$ cat config.mk
export PLATFORM = sky130hd
export DESIGN_NAME = hsp_zone_mem
export DESIGN_NICKNAME = d
export VERILOG_FILES = /design/src/rtl/hsp_pkg.sv /design/src/rtl/hsp_zone_mem.sv
export SDC_FILE = /design/constraint.sdc
export NUM_CORES = 2
export LEC_CHECK = 0
export BUFFER_PORTS_ARGS = -buffer_cell sky130_fd_sc_hd__buf_2
export CORE_UTILIZATION = 30
export CTS_CLUSTER_DIAMETER = 200
export DETAILED_ROUTE_END_ITERATION = 10
export GPL_TIMING_DRIVEN = 1
export PLACE_DENSITY = 0.44
export SYNTH_ARGS = -nofsm -noshare
export SYNTH_HDL_FRONTEND = slang
export SYNTH_SLANG_ARGS = --single-unit
$ cat constraint.sdc
create_clock -name clk -period 4.3 [get_ports clk]
set_input_delay 0.86 -clock clk [delete_from_list [all_inputs] [get_ports clk]]
set_output_delay 0.86 -clock clk [all_outputs]
set_load 0.1 [all_outputs]
$ cat src/rtl/hsp_pkg.sv
package hsp_pkg;

	localparam int unsigned IN_DATA_W  = 72;
	localparam int unsigned IN_USER_W  = 2;
	localparam int unsigned OUT_DATA_W = 168;
	localparam int unsigned TIME_W     = 64;
	localparam int unsigned CALLS_W    = 32;
	localparam int unsigned ZONE_ID_W  = 4;
	localparam int unsigned ZONE_IDS   = 16;

	typedef enum logic [1:0] {
		OP_ENTER = 2'd0,
		OP_EXIT  = 2'd1,
		OP_SNAP  = 2'd2,
		OP_NONE  = 2'd3
	} op_t;

	typedef enum logic [1:0] {
		STAT_OK        = 2'd0,
		STAT_OVERFLOW  = 2'd1,
		STAT_UNDERFLOW = 2'd2
	} status_t;

	typedef enum logic [2:0] {
		S_IDLE,
		S_EN_WR,
		S_EX_RD,
		S_EX_TOT,
		S_EX_PRD,
		S_EX_PWR,
		S_RESP,
		S_SNAP
	} state_t;

	typedef struct packed {
		logic [TIME_W-1:0]  child;
		logic [TIME_W-1:0]  total;
		logic [CALLS_W-1:0] calls;
	} zone_entry_t;

endpackage

$ cat src/rtl/hsp_zone_mem.sv
module hsp_zone_mem #(
	parameter int unsigned DEPTH = 16,
	parameter int unsigned AW    = 4
) (
	input  logic                 clk,
	input  logic                 arst_n,
	input  logic                 re,
	input  logic                 rclr,
	input  logic [AW-1:0]        raddr,
	output hsp_pkg::zone_entry_t rdata,
	input  logic                 we,
	input  logic [AW-1:0]        waddr,
	input  hsp_pkg::zone_entry_t wdata
);

	hsp_pkg::zone_entry_t mem [DEPTH];
	hsp_pkg::zone_entry_t rraw_q;
	logic [DEPTH-1:0]     valid_q;
	logic                 rvalid_q;

	always_ff @(posedge clk) begin
		if (we) begin
			mem[waddr] <= wdata;
		end
		if (re) begin
			rraw_q <= mem[raddr];
		end
	end

	// entries read as zero until written, and again after a snapshot read
	always_ff @(posedge clk or negedge arst_n) begin
		if (!arst_n) begin
			valid_q  <= '0;
			rvalid_q <= 1'b0;
		end else begin
			if (re) begin
				rvalid_q <= valid_q[raddr];
			end
			if (re && rclr) begin
				valid_q[raddr] <= 1'b0;
			end
			if (we) begin
				valid_q[waddr] <= 1'b1;
			end
		end
	end

	assign rdata = rvalid_q ? rraw_q : '0;

endmodule

==> impl_metrics.tcl <==
set metrics [dict create \
    grt_pass1_wl_um 384900 \
    insertion_delay_ns 0.90 \
    tightest_slew_ns 0.9514 \
    die-area_mm2 0.3441 \
    crit_slowest_cell "dfrtp_4" \
    antenna_found_initial 112 \
    maxSlewViolCount 0 \
    core_mm2 0.3401 \
    ys.warnings.count 0 \
    maxCapViolCount 0 \
    drt_wl_total_um 273000 \
    p_leak_uw 0.03772 \
    cts_tree "built" \
    p_per_area_mw_per_mm2 505.3 \
    min_period_ns 3.994 \
    post_cts_resized 0 \
    ios 333 \
    start_util_pct 30.15 \
    clock_skew_ns 0.03381 \
    utilization_pct 35.54 \
    violations "DRC" \
    routedWlPerCell_um 29.09 \
    clockBufferDepth 4 \
    cts_setup_buffers 0 \
    drtPass1Iterations 8 \
    rrSetupSlack_ns 2.60 \
    fp.dieH_um 586.6 \
    syn2layout_area_growth_pct 17.86 \
    relSlewSlack_pct 36.57 \
    synth.avg_cell_area_um2 25.81 \
    final_hold_viol_count 0 \
    wl_met2_um 135500 \
    ys_ff_latch 2737 \
    dr.max_layer_used "met5" \
    rows 214 \
    post-route-period-util_pct 92.87 \
    dieWidth_um 586.6 \
    hpwl_um 141200 \
    status "finished, violations left" \
    numCtsBuffers 304 \
    grt_pass1_vias 48634 \
    routed_via_density 4.839 \
    grt_max_degree 82 \
    num_vias 45415 \
    drtAntennaViolNets 0 \
    drt-met1-wl_um 116200 \
    synthTopCellsByArea "edfxtp_1 (80%), mux4_2 (18%), and2_1 (0.98%)" \
    cp_cell_sequence "buf_4 -> and2_1 -> buf_2" \
    synth_cell_type_count 24 \
    arrival_ns 3.13 \
    h-tree-depth 5 \
    io_buffers 332 \
    ir_worst_vdd_mv 0.3406 \
    drc_errors 54 \
    cts_root_buf "clkbuf_16" \
    setup.worst_path.end_class "output pin" \
    final-setup-viol-count 0 \
    syn_nets 4145 \
    startpoint_type "flip-flop" \
    yosysTopAreaCell "edfxtp_1" \
    crit_required_ns 3.44 \
    drt-initial-drc-count 3570 \
    synthCells 3972 \
    netlist.area_leader.share_pct 79.66 \
    grt_overflow 0 \
    power.total_uw 61060 \
    cp_max_fo 33 \
    globalplace.congestion 0.6818 \
    final_nets 4756 \
    wl_met3_um 15050 \
    worstSetupPathType "reg2out" \
    min_path_type "in2reg" \
    max_freq_mhz 250.4 \
    grt_setup_unrepaired "false" \
    drive_gt1_share_pct 35.84 \
    cts_hold_buf 1 \
    ys_seq_area_share_pct 80.08 \
    clock_sinks 2737 \
    slowest_delay_ns 0.99 \
    grt_usage_pct 15.74 \
    clk_pin_slew_worst_paths_ns 0.06 \
    syn_area_mm2 0.1025 \
]
==> critical path, delay by kind of cell (launching register included) <==
family | cells | cell delay [ns]
flip-flops | 1 | 0.99
buffers and inverters | 2 | 0.87
AND/OR/NAND/NOR | 1 | 0.32
==> power by group <==
group	total [uW]	leakage [uW]	internal, uW	switching, uW
Sequential	30400	0.0249	30100	328
Clock	24400	0.00451	13800	10600
Combinational	6210	0.00832	1590	4620
==> path summary, 6_finish.rpt <==
check                            startpoint           to  cells past startpoint
worst max register to register  mem[15][46]   rraw_q[46]                      2
min in group asynchronous            arst_n  valid_q[11]                      2
worst min register to register   valid_q[4]   valid_q[4]                      2
max in group asynchronous            arst_n     rvalid_q                      2
worst min-delay path              wdata[24]  mem[10][24]                      1
worst max-delay path               rvalid_q   rdata[116]                      3
==> sequential cells by signal (all words and copies together) (netlist names) <==
register and count:
mem 2560, rraw_q 160, valid_q 16, rvalid_q 1
==> placed cells by master, fill, tap and decap left out, types with 2 or more instances in the layout <==
cell / Yosys / layout
nand3b_1: 2 / 2
buf_8: 0 / 5
inv_6: 0 / 10
clkinvlp_4: 0 / 6
buf_2: 73 / 327
inv_16: 0 / 6
clkbuf_1: 93 / 80
edfxtp_1: 2720 / 2720
nor3_4: 0 / 4
mux4_2: 804 / 804
clkinv_1: 0 / 67
buf_4: 10 / 85
dfrtp_1: 17 / 16
clkinv_8: 0 / 6
nand2_1: 3 / 3
diode_2: 0 / 26
mux2i_1: 3 / 3
nand2b_1: 9 / 9
and2_1: 160 / 160
nor2_4: 0 / 12
nand4b_1: 3 / 3
o21ai_0: 26 / 26
bufinv_16: 0 / 10
buf_12: 0 / 87
clkinv_16: 0 / 3
clkinv_2: 0 / 51
clkbuf_16: 0 / 307
==> cells in the mapped netlist <==
master,n
mux2_2,1
buf_4,10
nor3_1,4
nand4b_1,3
mux4_2,804
o31ai_1,1
nand3b_1,2
buf_1,18
edfxtp_1,2720
o21ai_1,1
nand3_1,2
buf_2,73
dfrtp_1,17
or3b_2,1
clkbuf_1,93
nand2_1,3
nand2b_1,9
mux2i_1,3
or2_2,1
and2_1,160
nor2_1,13
nand4_1,1
o21ai_0,26
buf_6,6
==> layer usage <==
metal / up-vias / GRT usage, %
met5: - / 0
met2: 1145 / 26.37
met1: 25176 / 20.91
li1: 18580 / -
met4: 56 / 3.856
met3: 458 / 3.299
==> kinds of logic after synthesis <==
family                 Yosys count  synth area share, %
AOI/OAI and AO/OA               28               0.1391
buffers and inverters          200               0.9018
and+or+nand+nor                199                1.180
DFF                           2737                80.08
muxes                          808                17.70
==> metrics by stage <==
step	hold slack [ns]	area, um2	setup WS (ns)	instances	TNS, ns
after floorplan	0.4646	102600	-1.551	3972	-2952.91
after global placement	0.4821	111500	0.9417	8812	0
after detailed placement	0.5022	111500	0.9546	8812	0
after CTS	0.2458	120800	0.1700	9360	0
after global routing	0.3018	120800	0.2006	9364	0
final	0.3378	120800	0.3064	9386	0
==> layout make-up <==
| cell class | instances | area (um2) |
|---|---|---|
| Fill cell | 31165 | 219200 |
| Sequential cell | 2737 | 82110 |
| Multi-Input combinational cell | 1035 | 19650 |
| Clock buffer | 387 | 7983 |
| Tap cell | 4536 | 5675 |
| Timing Repair Buffer | 505 | 4101 |
| Clock inverter | 160 | 1256 |
| Antenna cell | 26 | 65.06 |
No activity file was read; power rests on OpenSTA's default activity.
