File: src/rtl/hsp_pkg.sv
package hsp_pkg;

	localparam int unsigned IN_DATA_W  = 72;
	localparam int unsigned IN_USER_W  = 2;
	localparam int unsigned OUT_DATA_W = 168;
	localparam int unsigned TIME_W     = 64;
	localparam int unsigned CALLS_W    = 32;
	localparam int unsigned ZONE_ID_W  = 4;
	localparam int unsigned ZONE_IDS   = 16;

	typedef enum logic [1:0] {
		OP_ENTER = 2'd0,
		OP_EXIT  = 2'd1,
		OP_SNAP  = 2'd2,
		OP_NONE  = 2'd3
	} op_t;

	typedef enum logic [1:0] {
		STAT_OK        = 2'd0,
		STAT_OVERFLOW  = 2'd1,
		STAT_UNDERFLOW = 2'd2
	} status_t;

	typedef enum logic [2:0] {
		S_IDLE,
		S_EN_WR,
		S_EX_RD,
		S_EX_TOT,
		S_EX_PRD,
		S_EX_PWR,
		S_RESP,
		S_SNAP
	} state_t;

	typedef struct packed {
		logic [TIME_W-1:0]  child;
		logic [TIME_W-1:0]  total;
		logic [CALLS_W-1:0] calls;
	} zone_entry_t;

endpackage

File: src/rtl/hsp_stack_mem.sv
module hsp_stack_mem #(
	parameter int unsigned DEPTH = 32,
	parameter int unsigned AW    = 5,
	parameter int unsigned ZW    = 4
) (
	input  logic                           clk,
	input  logic                           we,
	input  logic [AW-1:0]                  waddr,
	input  logic [ZW-1:0]                  wzone,
	input  logic [hsp_pkg::TIME_W-1:0]     wstart,
	input  logic                           re,
	input  logic [AW-1:0]                  raddr_a,
	input  logic [AW-1:0]                  raddr_b,
	output logic [ZW-1:0]                  rzone_a,
	output logic [hsp_pkg::TIME_W-1:0]     rstart_a,
	output logic [ZW-1:0]                  rzone_b
);

	logic [ZW-1:0]              zone_mem [DEPTH];
	logic [hsp_pkg::TIME_W-1:0] start_mem [DEPTH];

	always_ff @(posedge clk) begin
		if (we) begin
			zone_mem[waddr]  <= wzone;
			start_mem[waddr] <= wstart;
		end
		if (re) begin
			rzone_a  <= zone_mem[raddr_a];
			rstart_a <= start_mem[raddr_a];
			rzone_b  <= zone_mem[raddr_b];
		end
	end

endmodule

File: config.mk
export PLATFORM = sky130hd
export DESIGN_NAME = hsp_stack_mem
export DESIGN_NICKNAME = d
export VERILOG_FILES = /design/src/rtl/hsp_pkg.sv /design/src/rtl/hsp_stack_mem.sv
export SDC_FILE = /design/constraint.sdc
export NUM_CORES = 2
export LEC_CHECK = 0
export BUFFER_PORTS_ARGS = -buffer_cell sky130_fd_sc_hd__buf_2
export CORE_MARGIN = 2
export CORE_UTILIZATION = 45
export CTS_BUF_LIST = sky130_fd_sc_hd__clkbuf_4 sky130_fd_sc_hd__clkbuf_8 sky130_fd_sc_hd__clkbuf_16
export DETAILED_ROUTE_END_ITERATION = 12
export MAX_ROUTING_LAYER = met4
export PLACE_DENSITY_LB_ADDON = 0.12
export SYNTH_ARGS = -nofsm -noshare
export SYNTH_HDL_FRONTEND = slang
export SYNTH_SLANG_ARGS = --single-unit
File: constraint.sdc
create_clock -name clk -period 4.1 [get_ports clk]
set_input_delay 0.205 -clock clk [delete_from_list [all_inputs] [get_ports clk]]
set_output_delay 0.205 -clock clk [all_outputs]
set_load 0.02 [all_outputs]
==> flow_summary.rst <==
.. list-table::
   :header-rows: 1

   * - Metric
     - Value
   * - Drt total wl
     - 234 mm
   * - Nature of the critical path startpoint
     - primary input
   * - Area share of the leading cell type in the synthesized netlist
     - 0.784
   * - H-tree Lvls
     - 4
   * - Total power draw
     - 48.3 mW
   * - Synthesized cell area
     - 0.0861 mm²
   * - Detailed Route Iter0 Violations
     - 4113
   * - Crit-path cells
     - dlygate4sd3_1, buf_4, buf_4, buf_4, mux2i_1, a22oi_1, nand3_1, nand3_1
   * - Fill cells
     - 14900
   * - Routability congestion estimate
     - 0.795
   * - Antenna violations before repair
     - 14
   * - Overall via count from detail_route
     - 42700
   * - Cell with the largest stage delay on the worst path
     - sky130_fd_sc_hd__dlygate4sd3_1
   * - Post-synthesis cell type with the largest combined area
     - sky130_fd_sc_hd__edfxtp_1
   * - Worst path bufs/invs
     - 4
   * - Initial Util
     - 0.453
   * - Number of rows in the core area
     - 160
   * - Biggest cell delay along the critical path
     - 0.53 ns
   * - Arrival time reported for the critical path endpoint
     - 2.91 ns
   * - Global routing usage on met1
     - 0.338
   * - Most common cell in the synthesized netlist
     - sky130_fd_sc_hd__edfxtp_1
   * - Met3 Use GR
     - 0.0313
   * - Clock Tree Buf Depth
     - 3
   * - TritonCTS buffer count
     - 224
   * - Type of the tightest min-delay check
     - primary input to flip-flop
   * - Count of flip-flops with a built-in enable after synthesis
     - 2248
   * - Clk sink count
     - 2248
   * - Final Hold Vio Count
     - 0
   * - Max Clock Skew
     - 0.0242 ns
   * - Type of destination of the critical path
     - flip-flop
   * - Busiest grt layer
     - met2
   * - Path type of the worst setup path
     - primary input to flip-flop
   * - Die Y
     - 441 µm
   * - Ys Warns
     - 0
   * - Worst Setup Slack, final
     - 1.78 ns
   * - Largest cells by area after synthesis
     - sky130_fd_sc_hd__edfxtp_1 78%, sky130_fd_sc_hd__mux4_2 7.6%, sky130_fd_sc_hd__mux2i_1 5.8%, sky130_fd_sc_hd__a22oi_1 2.9%, sky130_fd_sc_hd__mux4_1 1.2%
   * - Synth cell count leaders
     - 2248 x sky130_fd_sc_hd__edfxtp_1, 500 x sky130_fd_sc_hd__mux2i_1, 328 x sky130_fd_sc_hd__a22oi_1, 290 x sky130_fd_sc_hd__mux4_2, 125 x sky130_fd_sc_hd__nand3_1
   * - Number of instances in the synthesized netlist
     - 4056
   * - Sum Neg Setup Slack
     - 0 ns
   * - Gr usage total
     - 0.248
   * - Internal portion of total power
     - 37.9 mW
   * - Max-cap check violation count
     - 0
   * - Top Family by Delay on Critical Path
     - buffers and inverters
   * - Number of unique standard cell types used by synthesis
     - 36
   * - Net Sw Power
     - 10.4 mW
   * - Comb power frac
     - 0.050
   * - Finished layout cell area
     - 0.0990 mm²
   * - Total power density per cell area
     - 488 mW/mm²
   * - Tmin final
     - 2.32 ns
   * - Synthesis-to-finish area growth
     - 15.0%
   * - Clock share of power
     - 0.416
   * - Portion of the post-synthesis area used by sequential elements
     - 0.784
   * - Cell area after placement
     - 0.0911 mm²
   * - Die Width
     - 441 µm
   * - Synthesized Nets
     - 4142
   * - Required time worst endpoint
     - 4.68 ns
   * - Final cycle utilization of the critical path
     - 0.567
   * - Wire length of the first global-routing pass
     - 329 mm
   * - Share of synthesized registers carrying an async set or reset
     - 0
   * - Leakage dissipation
     - 32.4 nW
   * - Antenna-violating nets left
     - 0
   * - Area inside the core boundary
     - 0.190 mm²
   * - Clock edge transition at the registers on the reported setup and hold paths
     - 0.06 ns
   * - Routing usage on met2
     - 0.402
   * - Run status
     - completed
   * - Cell count after placement
     - 6639
   * - Avg WL per Cell
     - 32.9 µm
   * - Worst IR drop on VDD
     - 0.406 mV
   * - Total Nets Final
     - 4510
   * - DRC violation count after routing
     - 0
   * - Number of slew-limit violations in the final report
     - 0
   * - Relative slew margins
     - 0.219
   * - Root cell of the clock tree
     - sky130_fd_sc_hd__clkbuf_16
   * - Area enclosed by the die boundary
     - 0.195 mm²
   * - Unrepaired setup endpoints after global routing
     - no
   * - Vias per std cell
     - 5.99
   * - Switch share
     - 0.214
   * - Vias in the first global route
     - 43300
   * - Register bit total from synthesis
     - 2248
   * - TritonCTS clock tree
     - yes
   * - Pin count of the biggest net entering global routing
     - 79
   * - Setup violations, final
     - 0
   * - First-pass iteration count of the detailed router
     - 6
   * - Io pins
     - 158
   * - # port buffers
     - 157
   * - Transition at the pin with the smallest max-transition slack
     - 1.17 ns
   * - Number of cells in the finished layout apart from fillers
     - 7129
   * - Detailed Place HPWL
     - 122 mm
   * - Fraction of power consumed by sequential logic
     - 0.534
   * - Predominant post-synthesis flop cell
     - sky130_fd_sc_hd__edfxtp_1
   * - Average instance area after synthesis
     - 21.2 µm²
   * - Dominant cell type by count on the critical path
     - sky130_fd_sc_hd__buf_4
   * - Pre-CTS WS
     - 1.25 ns
   * - Total grt overflow
     - 0
   * - Clock insertion delay at the later pin of the skew report
     - 0.86 ns
   * - Worst Path Max Fanout
     - 30
   * - Layout cell share with drive strength beyond 1
     - 0.219
   * - Fmax
     - 0.430 GHz
per-layer routing:
layer / share of wire / up-vias
li1: - / 17900
met3: 0.051 / 311
met1: 0.43 / 23000
met4: 0.022 / 0
met5: 0 / -
met2: 0.50 / 1466
area by class of cell:
type,count,area (µm²),area share
repair buffers,369,3440,0.0348
well taps,2511,3140,0.0317
flip-flops and latches,2248,67500,0.682
clock inverters,132,1170,0.0118
multi-input cells,1581,17700,0.179
clock buffers,282,6060,0.0612
diodes,6,15.0,0.000152
timing repair:
item                       CTS  global route
buffers inserted             0             0
hold endpoints to repair  2221             0
hold buffers                70             0
gates resized for setup      0             0
through the flow:
stage / hold slack [ns] / utilization
5_1_grt: 0.147 / 0.521
3_5_place_dp: 0.654 / 0.479
3_3_place_gp: 0.651 / 0.479
4_1_cts: 0.0911 / 0.521
6_report: 0.152 / 0.521
2_1_floorplan: 0.304 / -
cells in the final DEF (no fill, tap or decap), types with 10 or more instances in the layout:
cell                            instances
sky130_fd_sc_hd__mux4_2               290
sky130_fd_sc_hd__nor2_4                35
sky130_fd_sc_hd__clkinv_1              53
sky130_fd_sc_hd__nand4_1               53
sky130_fd_sc_hd__mux4_1                40
sky130_fd_sc_hd__a31oi_1               11
sky130_fd_sc_hd__edfxtp_1            2248
sky130_fd_sc_hd__nor2b_1               11
sky130_fd_sc_hd__nand2_1               39
sky130_fd_sc_hd__a22oi_1              328
sky130_fd_sc_hd__buf_12                68
sky130_fd_sc_hd__buf_4                 75
sky130_fd_sc_hd__nand3_1              125
sky130_fd_sc_hd__a22o_1                11
sky130_fd_sc_hd__clkinv_2              42
sky130_fd_sc_hd__mux2i_1              500
sky130_fd_sc_hd__dlygate4sd3_1         70
sky130_fd_sc_hd__a21oi_1               41
sky130_fd_sc_hd__clkbuf_16            225
sky130_fd_sc_hd__clkbuf_4              57
sky130_fd_sc_hd__bufinv_16             15
sky130_fd_sc_hd__o22ai_1               24
sky130_fd_sc_hd__buf_2                152
sky130_fd_sc_hd__nor2_1                10
worst min-delay path: stages:
cell and delay (ns):
sky130_fd_sc_hd__buf_2 0.15, sky130_fd_sc_hd__nand2_1 0.29, sky130_fd_sc_hd__nor2_4 0.14
power by group through the flow:
stage | clock (mW) | sequential (mW) | combinational, mW
6_report | 20.1 | 25.8 | 2.42
4_1_cts | 20.5 | 25.8 | 2.45
3_3_place_gp | 0 | 26.3 | 2.37
5_1_grt | 21.3 | 25.8 | 2.59
3_5_place_dp | 0 | 26.3 | 2.39
2_1_floorplan | 0 | 26.3 | 1.26
cell families after synthesis:
group	share of synthesized area
mux	0.146
buf+inv	0.0143
flops	0.784
compound gates	0.0362
simple gates	0.0194
registers in the layout (all words and copies together), names as in the netlist:
signal and flops:
rzone_b 4, rstart_a 64, rzone_a 4, zone_mem 128
start_mem 2048
worst paths after layout:
check             depth (start not counted)              start  slack, ns               end
setup / recovery                          8         raddr_a[4]       1.78      rstart_a[39]
hold / removal                            3           waddr[3]       0.15  start_mem[10][8]
setup reg to reg                          3     zone_mem[5][2]       2.17        rzone_b[2]
hold reg to reg                           4  start_mem[16][26]       0.70      rstart_a[26]
(Power assumes the default switching activity.)
